<file path="src/rtl/core/fct_pkg.sv">
// shared types, constants and tables of the frustum cull block
`timescale 1ns / 1ps

package fct_pkg;

    localparam int COORD_WIDTH_DEF = 32;
    localparam int FRAC_BITS_DEF   = 16;

    localparam int ELEM_W      = 32;
    localparam int SUM_W       = 33;
    localparam int LEN_W       = 33;
    localparam int RDC_W       = 66;
    localparam int SQRT_ITERS  = 33;
    localparam int NUM_REGS    = 8;
    localparam int CFG_IDX_W   = 4;
    localparam int CFG_DATA_W  = 64;
    localparam int NUM_PLANES  = 6;
    localparam int NUM_COEF    = 4;
    localparam int NUM_AXES    = 3;
    localparam int OPC_W       = 2;
    localparam int RADIUS_W    = 31;
    localparam int IN_TDATA_W  = 224;
    localparam int OUT_TDATA_W = 8;
    localparam int PLANE_W     = 3;
    localparam int COEF_IDX_W  = 2;
    localparam int COEF_ADDR_W = 5;
    localparam int CNT_W       = 6;

    typedef enum logic [OPC_W-1:0] {
        OP_POINT  = 2'd0,
        OP_SPHERE = 2'd1,
        OP_BOX    = 2'd2
    } opcode_t;

    // other matrix column used by a plane
    typedef enum logic [1:0] {
        COL_1 = 2'd0,
        COL_2 = 2'd1,
        COL_3 = 2'd2
    } col_sel_t;

    typedef enum logic [3:0] {
        ST_IDLE,
        ST_D_LOAD,
        ST_D_SQ,
        ST_D_SQRT,
        ST_D_DIVI,
        ST_D_DIV,
        ST_D_WR,
        ST_T_INIT,
        ST_T_MAC,
        ST_T_CHK,
        ST_OUT
    } state_t;

    typedef struct packed {
        logic                  in_load;
        logic                  load_s;
        logic                  acc_clr;
        logic                  acc_add;
        logic                  sq_mul;
        logic                  sqrt_init;
        logic                  sqrt_step;
        logic                  div_init;
        logic                  div_step;
        logic                  coef_wr;
        logic                  set_valid;
        logic                  test_init;
        logic                  test_mul;
        logic                  test_chk;
        logic                  out_load;
        logic [PLANE_W-1:0]    plane;
        logic [COEF_IDX_W-1:0] idx;
    } fct_cmd_t;

    typedef struct packed {
        logic planes_valid;
    } fct_stat_t;

    // near, far, left, right, top, bottom
    function automatic col_sel_t plane_col(input logic [PLANE_W-1:0] p);
        col_sel_t c;
        case (p)
            3'd0, 3'd1: c = COL_3;
            3'd2, 3'd3: c = COL_1;
            default:    c = COL_2;
        endcase
        return c;
    endfunction

    function automatic logic plane_neg(input logic [PLANE_W-1:0] p);
        logic n;
        case (p)
            3'd1, 3'd3, 3'd4: n = 1'b1;
            default:          n = 1'b0;
        endcase
        return n;
    endfunction

    // identity matrix at reset
    function automatic logic [CFG_DATA_W-1:0] mat_reset(input int i);
        logic [CFG_DATA_W-1:0] v;
        case (i)
            0, 5:    v = 64'h0000_0000_0001_0000;
            2, 7:    v = 64'h0001_0000_0000_0000;
            default: v = '0;
        endcase
        return v;
    endfunction

endpackage

</file>
<file path="src/rtl/core/fct_ctrl.sv">
// sequencer for plane derivation and per-transaction plane tests
`timescale 1ns / 1ps

module fct_ctrl
    import fct_pkg::*;
#(
    parameter int FRAC_BITS = FRAC_BITS_DEF
)
(
    input  logic      clk,
    input  logic      rst_n,
    input  logic      in_valid,
    output logic      in_ready,
    output logic      out_valid,
    input  logic      out_ready,
    input  fct_stat_t stat,
    output fct_cmd_t  cmd
);

    localparam int DIV_ITERS = SUM_W + FRAC_BITS;

    state_t                state_reg, state_next;
    logic [PLANE_W-1:0]    plane_reg, plane_next;
    logic [COEF_IDX_W-1:0] idx_reg, idx_next;
    logic [CNT_W-1:0]      cnt_reg, cnt_next;
    logic                  out_valid_reg, out_valid_next;
    logic                  slot_free;

    assign slot_free = !out_valid_reg || out_ready;

    // state and counters
    always_ff @(posedge clk or negedge rst_n)
    begin
        if (!rst_n)
        begin
            state_reg     <= ST_IDLE;
            plane_reg     <= '0;
            idx_reg       <= '0;
            cnt_reg       <= '0;
            out_valid_reg <= 1'b0;
        end
        else
        begin
            state_reg     <= state_next;
            plane_reg     <= plane_next;
            idx_reg       <= idx_next;
            cnt_reg       <= cnt_next;
            out_valid_reg <= out_valid_next;
        end
    end

    // next state
    always_comb
    begin
        state_next = state_reg;
        plane_next = plane_reg;
        idx_next   = idx_reg;
        cnt_next   = cnt_reg;
        case (state_reg)
            ST_IDLE:
            begin
                plane_next = '0;
                if (in_valid)
                    state_next = stat.planes_valid ? ST_T_INIT : ST_D_LOAD;
            end
            ST_D_LOAD:
            begin
                cnt_next   = '0;
                state_next = ST_D_SQ;
            end
            ST_D_SQ:
            begin
                cnt_next = cnt_reg + 1'b1;
                if (cnt_reg == CNT_W'(4))
                begin
                    cnt_next   = '0;
                    state_next = ST_D_SQRT;
                end
            end
            ST_D_SQRT:
            begin
                cnt_next = cnt_reg + 1'b1;
                if (cnt_reg == CNT_W'(SQRT_ITERS - 1))
                begin
                    idx_next   = '0;
                    state_next = ST_D_DIVI;
                end
            end
            ST_D_DIVI:
            begin
                cnt_next   = '0;
                state_next = ST_D_DIV;
            end
            ST_D_DIV:
            begin
                cnt_next = cnt_reg + 1'b1;
                if (cnt_reg == CNT_W'(DIV_ITERS - 1))
                    state_next = ST_D_WR;
            end
            ST_D_WR:
            begin
                if (idx_reg == COEF_IDX_W'(NUM_COEF - 1))
                begin
                    if (plane_reg == PLANE_W'(NUM_PLANES - 1))
                    begin
                        plane_next = '0;
                        state_next = ST_T_INIT;
                    end
                    else
                    begin
                        plane_next = plane_reg + 1'b1;
                        state_next = ST_D_LOAD;
                    end
                end
                else
                begin
                    idx_next   = idx_reg + 1'b1;
                    state_next = ST_D_DIVI;
                end
            end
            ST_T_INIT:
            begin
                cnt_next   = '0;
                state_next = ST_T_MAC;
            end
            ST_T_MAC:
            begin
                cnt_next = cnt_reg + 1'b1;
                if (cnt_reg == CNT_W'(NUM_AXES))
                    state_next = ST_T_CHK;
            end
            ST_T_CHK:
            begin
                if (plane_reg == PLANE_W'(NUM_PLANES - 1))
                    state_next = ST_OUT;
                else
                begin
                    plane_next = plane_reg + 1'b1;
                    state_next = ST_T_INIT;
                end
            end
            ST_OUT:
            begin
                if (slot_free)
                    state_next = ST_IDLE;
            end
            default:
            begin
                state_next = ST_IDLE;
            end
        endcase
    end

    // datapath commands and handshake
    always_comb
    begin
        cmd            = '0;
        cmd.plane      = plane_reg;
        cmd.idx        = idx_reg;
        in_ready       = 1'b0;
        out_valid_next = out_valid_reg && !out_ready;
        case (state_reg)
            ST_IDLE:
            begin
                in_ready    = 1'b1;
                cmd.in_load = in_valid;
            end
            ST_D_LOAD:
            begin
                cmd.load_s  = 1'b1;
                cmd.acc_clr = 1'b1;
            end
            ST_D_SQ:
            begin
                cmd.idx       = cnt_reg[COEF_IDX_W-1:0];
                cmd.sq_mul    = cnt_reg < CNT_W'(NUM_AXES);
                cmd.acc_add   = (cnt_reg != '0) && (cnt_reg <= CNT_W'(NUM_AXES));
                cmd.sqrt_init = cnt_reg == CNT_W'(4);
            end
            ST_D_SQRT: cmd.sqrt_step = 1'b1;
            ST_D_DIVI: cmd.div_init = 1'b1;
            ST_D_DIV:  cmd.div_step = 1'b1;
            ST_D_WR:
            begin
                cmd.coef_wr   = 1'b1;
                cmd.set_valid = (idx_reg == COEF_IDX_W'(NUM_COEF - 1))
                             && (plane_reg == PLANE_W'(NUM_PLANES - 1));
            end
            ST_T_INIT: cmd.test_init = 1'b1;
            ST_T_MAC:
            begin
                cmd.idx      = cnt_reg[COEF_IDX_W-1:0];
                cmd.test_mul = cnt_reg < CNT_W'(NUM_AXES);
                cmd.acc_add  = cnt_reg != '0;
            end
            ST_T_CHK:  cmd.test_chk = 1'b1;
            ST_OUT:
            begin
                if (slot_free)
                begin
                    cmd.out_load   = 1'b1;
                    out_valid_next = 1'b1;
                end
            end
            default:
            begin
                cmd = '0;
            end
        endcase
    end

    assign out_valid = out_valid_reg;

endmodule

</file>
<file path="config.mk">
export PLATFORM = sky130hd
export DESIGN_NAME = fct_ctrl
export DESIGN_NICKNAME = d
export VERILOG_FILES = /design/src/rtl/core/fct_pkg.sv /design/src/rtl/core/fct_ctrl.sv
export SDC_FILE = /design/constraint.sdc
export NUM_CORES = 1
export LEC_CHECK = 0
export BUFFER_PORTS_ARGS = -buffer_cell sky130_fd_sc_hd__buf_4
export CAP_MARGIN = 30
export CELL_PAD_IN_SITES_DETAIL_PLACEMENT = 1
export CELL_PAD_IN_SITES_GLOBAL_PLACEMENT = 2
export CORE_MARGIN = 2
export CORE_UTILIZATION = 31
export CTS_CLUSTER_DIAMETER = 200
export DETAILED_ROUTE_END_ITERATION = 8
export PLACE_DENSITY = 0.8
export RECOVER_POWER = 100
export SYNTH_ARGS = -nofsm -noshare
export SYNTH_HDL_FRONTEND = slang
export SYNTH_SLANG_ARGS = --single-unit
</file>
<file path="constraint.sdc">
create_clock -name clk -period 2 [get_ports clk]
set_input_delay 0.2 -clock clk [delete_from_list [all_inputs] [get_ports clk]]
set_output_delay 0.2 -clock clk [all_outputs]
set_load 0.02 [all_outputs]
</file>
==> results.cfg, run 1 <==
[finish]
fill_cells = 541
utilization_pct = 41.1
area_delta_synth_final_pct = 30.4
multiInputGateArea_sq_um = 913
stdcell_area_sq_mm = 0.00177
final_cell_count_no_fill = 266
register_area_sq_um = 400
finalNetCount = 225
num_antenna_cells = 0
layout-drive-gt1-share_pct = 23.8
largest_reg_flops = 6

[power_and_ir_drop]
max-vdd-ir-drop_mv = 0.256
cellLeakagePower_nw = 0.790
power-per-cell-area_mw_per_mm2 = 361

[status]
status = finished, final reports clean

[place]
detailed_place_hpwl_um = 3410
post_dp_cell_area_sq_mm = 0.00170
gp_congestion = 0.854
port_buffers = 26
dp_cells = 260

[logic_synthesis]
ys_seq_area_share_pct = 29.6
syn_nets = 185
ys_warn_count = 0
ys.flop_type = dfrtp_1
synth_commonest_cells = nor2_1, nand2_1, a21oi_1, dfrtp_1, o21ai_1
synth_top_cell_area_share_pct = 29.6
syn_inst = 175
synthTopCellsByArea = dfrtp_1, a21oi_1, nor2_1
async_reset_ff_share_pct = 100
synth_area_per_cell_sq_um = 7.74
synth_area_leader_cell = dfrtp_1
synth-edff-count = 0
yosysUniqueCellTypes = 45
ys_seq_elements = 16
synthesis.area_sq_mm = 0.00135
synth.most_common_cell = nor2_1

[critical_path]
cp.required_ps = 1800
startpoint_type = flop
cp.arrival_ps = 1710
cp-end-kind = output pin
path_max_fanout = 12
rrSetupSlack_ps = 110
critical_path_class = flop to output pin

[timing]
max-slew-margin-rel_pct = 36.1
clock_skew_ps = 6.91
hold_viol = 0
fmaxAchievable_ghz = 0.524
fin_crit_sh_pct = 95.4
rsz0062_at_grt = yes
maxSlewViolCount = 0
finalSetupViolations = 0
worst_slew_pin_slew_ps = 959
layout_min_cycle_time_ps = 1910

[clocking]
cts_tree = yes
h-tree-depth = 1
clock-sinks = 16
cts_made_buffers = 3
cts_root_buf = clkbuf_8
path_clk_slew_ps = 70
cts_buffer_depth = 2
clock_latency_ps = 260

[grt]
grt_util_all_layers_pct = 18.7
grt_overflow_total = 0
grt_pass1_wl_um = 7400
grt_pass1_vias = 1512
antenna_found_initial = 0
grt_start_max_net_pins = 22

[floorplanning]
coreArea_sq_mm = 0.00429
die_h_um = 70.1
rows = 24
die-area_sq_mm = 0.00491
io_pins = 27
start_util_pct = 31.5
dieWidth_um = 70.1

[detailed_routing]
route.detailed.drc = 0
via_per_inst = 5.27
routedWlPerCell_um = 16.7
wirelength_um = 4450
vias = 1403
initialDrtViolationCount = 80
first_pass_iters = 4
ant_nets = 0

[worst_hold_path]
min_path_type = primary input to flop

[job]
cap_violations = 0
final timing paths:
| check | to | cells after the start | startpoint |
|---|---|---|---|
| min | out_valid | 3 | out_ready |
| min reg2reg | out_valid | 2 | out_valid |
| max | cmd[7] | 5 | state_reg[1] |
| max reg2reg | plane_reg[1] | 6 | state_reg[2] |
| max in group asynchronous | state_reg[2] | 2 | rst_n |
| min in group asynchronous | cnt_reg[0] | 2 | rst_n |
timing repair:
| action | CTS | global route |
|---|---|---|
| gates resized for setup | 0 | 10 |
| endpoints found under the hold margin | 16 | 0 |
| setup buffers | 0 | 1 |
| endpoints found under the setup margin | 0 | 7 |
| hold buffers | 1 | 0 |
worst max-delay path: stages, from the launching register on:
cell	delay (ps)
dfrtp_1	420
buf_4	200
or2_1	240
buf_4	160
nor4_2	220
buf_2	210
cell type report:
type | count | area share, %
multi-input cells | 140 | 51.7
flip-flops and latches | 16 | 22.7
repair buffers | 44 | 16.7
well taps | 52 | 3.69
clock buffers | 4 | 3.12
inverters | 10 | 2.13
cell usage in the layout (no fill, tap or decap), types with 4 or more instances in the layout:
cell type / n
clkbuf_1: 10
ha_1: 5
nand3_1: 4
a21oi_1: 16
nor2_1: 21
nand2b_1: 9
nand2_1: 16
buf_4: 26
dfrtp_1: 16
clkbuf_8: 4
o21ai_0: 6
inv_1: 7
o21ai_1: 9
kinds of logic (layout without fill, tap and decap cells):
group	after synthesis	in the layout	synth area share, %
AOI/OAI and AO/OA	47	47	22.9
adders and majority gates	5	5	4.62
and+or+nand+nor	80	80	31.4
xor gates and xnor gates	5	5	3.23
buffers and inverters	19	58	5.82
muxes	3	3	2.40
DFF	16	16	29.6
report_power, final:
group / switching [W] / total (W) / leakage [nW] / internal, W
Combinational: 0.00000843 / 0.0000141 / 0.563 / 0.00000567
Clock: 0.000125 / 0.000300 / 0.0288 / 0.000175
Sequential: 0.0000000000000000000424 / 0.000323 / 0.199 / 0.000323
Total: 0.000133 / 0.000638 / 0.790 / 0.000504
through the flow:
step,setup TNS (ps),power [W],hold WS (ps),worst slack (ps)
floorplan,0,0.000330,-95.6,107
global placement,0,0.000343,77.0,169
detailed placement,0,0.000344,82.6,39.6
CTS,0,0.000644,243,7.98
global route,-35.6,0.000652,266,-18.9
finish,0,0.000638,238,92.0
per-layer routing:
metal  track usage [%]  share of wire [%]
met1              25.6                 48
met2              31.0                 48
met3              3.17                2.4
met4              3.85               0.97
met5                 0                  0
Power figures use the tool's default switching activity.
==> run 2, diff against run 1 <==
- CORE_MARGIN: 2 -> default
- SETUP_SLACK_MARGIN: default -> 0.4
==> run 2 against run 1 <==
  * Via count up 22%
  * Register-to-register slack lost 50 ps
  * Die area fell by 5.6%
  * Hold slack gained 52 ps
  * First-iteration DRC count grew 15%
  * Global-route usage rose by 5.7 points
  * Non-clock buffer count rose by 38
  * Cell count increased by 14%
  * Combinational power up 7%
  * Routed wire length increased by 46%
  * Sequential power about the same
  * Cell area up 38%
==> results.cfg, run 2 (synthesis gave the netlist of run 1 again) <==
[status]
status = finished, final reports clean

[detailed_routing]
ant_nets = 0
first_pass_iters = 4
vias = 1712
routedWlPerCell_um = 21.5
initialDrtViolationCount = 92
via_per_inst = 5.67
route.detailed.drc = 0
wirelength_um = 6490

[clocking]
clock_latency_ps = 260
cts_tree = yes
h-tree-depth = 1
path_clk_slew_ps = 70
clock-sinks = 16
cts_root_buf = clkbuf_8
cts_made_buffers = 3
cts_buffer_depth = 2

[place]
port_buffers = 26
gp_congestion = 0.827
place_worst_setup_slack_ps = 121
detailed_place_hpwl_um = 3480
dp_cells = 259

[grt]
grt_overflow_total = 0
grt_start_max_net_pins = 17
grt_util_all_layers_pct = 24.4
grt_pass1_vias = 1634
antenna_found_initial = 0
grt_pass1_wl_um = 8250

[power_and_ir_drop]
max-vdd-ir-drop_mv = 0.347
power-per-cell-area_mw_per_mm2 = 263
total_power_w = 0.000643
cellLeakagePower_nw = 1.09

[finish]
area_delta_synth_final_pct = 80.5
utilization_pct = 59.8
multiInputGateArea_sq_mm = 0.00117
num_antenna_cells = 0
layout-drive-gt1-share_pct = 52.8
register_area_sq_um = 407
final_cell_count_no_fill = 302
final_common_cell = buf_4
layout_common_cells = buf_4, buf_6, nor2_1, a21oi_1, nand2_1
largest_reg_flops = 6
fill_cells = 491
finalNetCount = 263

[critical_path]
r2r_end = plane_reg[1]
timing.rr.start = state_reg[3]
critical_path_class = flop to flop
startpoint = state_reg[3]
rrSetupSlack_ps = 60
cp-endpoint = plane_reg[1]
cp.required_ps = 2170
reg2reg_depth = 4
startpoint_type = flop
path_max_fanout = 3
cp.arrival_ps = 2110
cp-end-kind = flop

[timing]
maxSlewViolCount = 0
hold_viol = 0
fin_crit_sh_pct = 96.8
clock_skew_ps = 5.55
rsz0062_at_grt = yes
timing.setup.tns_ps = 0
layout_min_cycle_time_ps = 1940
finalSetupViolations = 0
fmaxAchievable_ghz = 0.517
worst_slew_pin_slew_ps = 1000
layout_setup_ws_ps = 64.7
max-slew-margin-rel_pct = 33.2

[floorplanning]
coreArea_sq_mm = 0.00409
start_util_pct = 33.1
io_pins = 27
die_h_um = 68.1
die-area_sq_mm = 0.00464
rows = 23
dieWidth_um = 68.1

[job]
cap_violations = 0

[worst_hold_path]
min_path_type = primary input to flop
## run 2: cell count changes in the layout (fill, tap and decap cells not counted), moves of 5 or more
cell	before	now
dfrtp_1	16	11
buf_6	1	20
buf_4	26	46
dfrtp_2	0	5
nand2b_4	0	5
nor2_1	21	14
nand2b_1	9	4
## run 2: how the worst min path moves through the flow
stage | from | to | cells past startpoint
after floorplan | rst_n | cnt_reg[0] | 0
after global routing | out_ready | out_valid | 3
after global placement | rst_n | cnt_reg[1] | 1
final | out_ready | out_valid | 3
after detailed placement | rst_n | cnt_reg[0] | 1
after CTS | out_ready | out_valid | 3
## run 2: stage by stage
stage          hold slack [ps]  cell area [sq um]
2_1_floorplan            -95.6               1440
3_3_place_gp              78.6               1770
3_5_place_dp              85.0               1770
4_1_cts                    264               2120
5_1_grt                    306               2440
6_report                   291               2440
## run 2: layout make-up
| type | count | share of cell area [%] |
|---|---|---|
| tap | 50 | 2.56 |
| clock buffer | 4 | 2.25 |
| timing repair buffer | 82 | 29.0 |
| multi-input combinational | 140 | 47.9 |
| sequential | 16 | 16.6 |
| inverter | 10 | 1.64 |
## run 2: routing by layer
metal,GRT usage [%],share of wire [%],vias up
met2,39.0,51,44
li1,-,-,786
met5,0,0,-
met1,33.1,43,861
met3,4.00,2.5,21
met4,8.07,4.0,0
## run 2: timing repair
item                                    4_1_cts  5_1_grt
resized for setup                            37       52
cloned                                        0        1
hold endpoints to repair                     16        0
setup buffers                                15       22
endpoints found under the setup margin       36       36
pin swaps                                    12       28
hold buffers                                  1        0
## run 2: worst max-delay path, cell delays in order (launching register included)
cell and delay [ps]:
dfrtp_1 440, or4_4 600, a311oi_2 310, or3b_1 380
o21ai_1 120
## run 2: report_power, final
group	internal (W)	switching, W
logic	0.00000571	0.00000942
clock network	0.000175	0.000129
registers	0.000323	0.0000000000000000000610
total	0.000504	0.000139
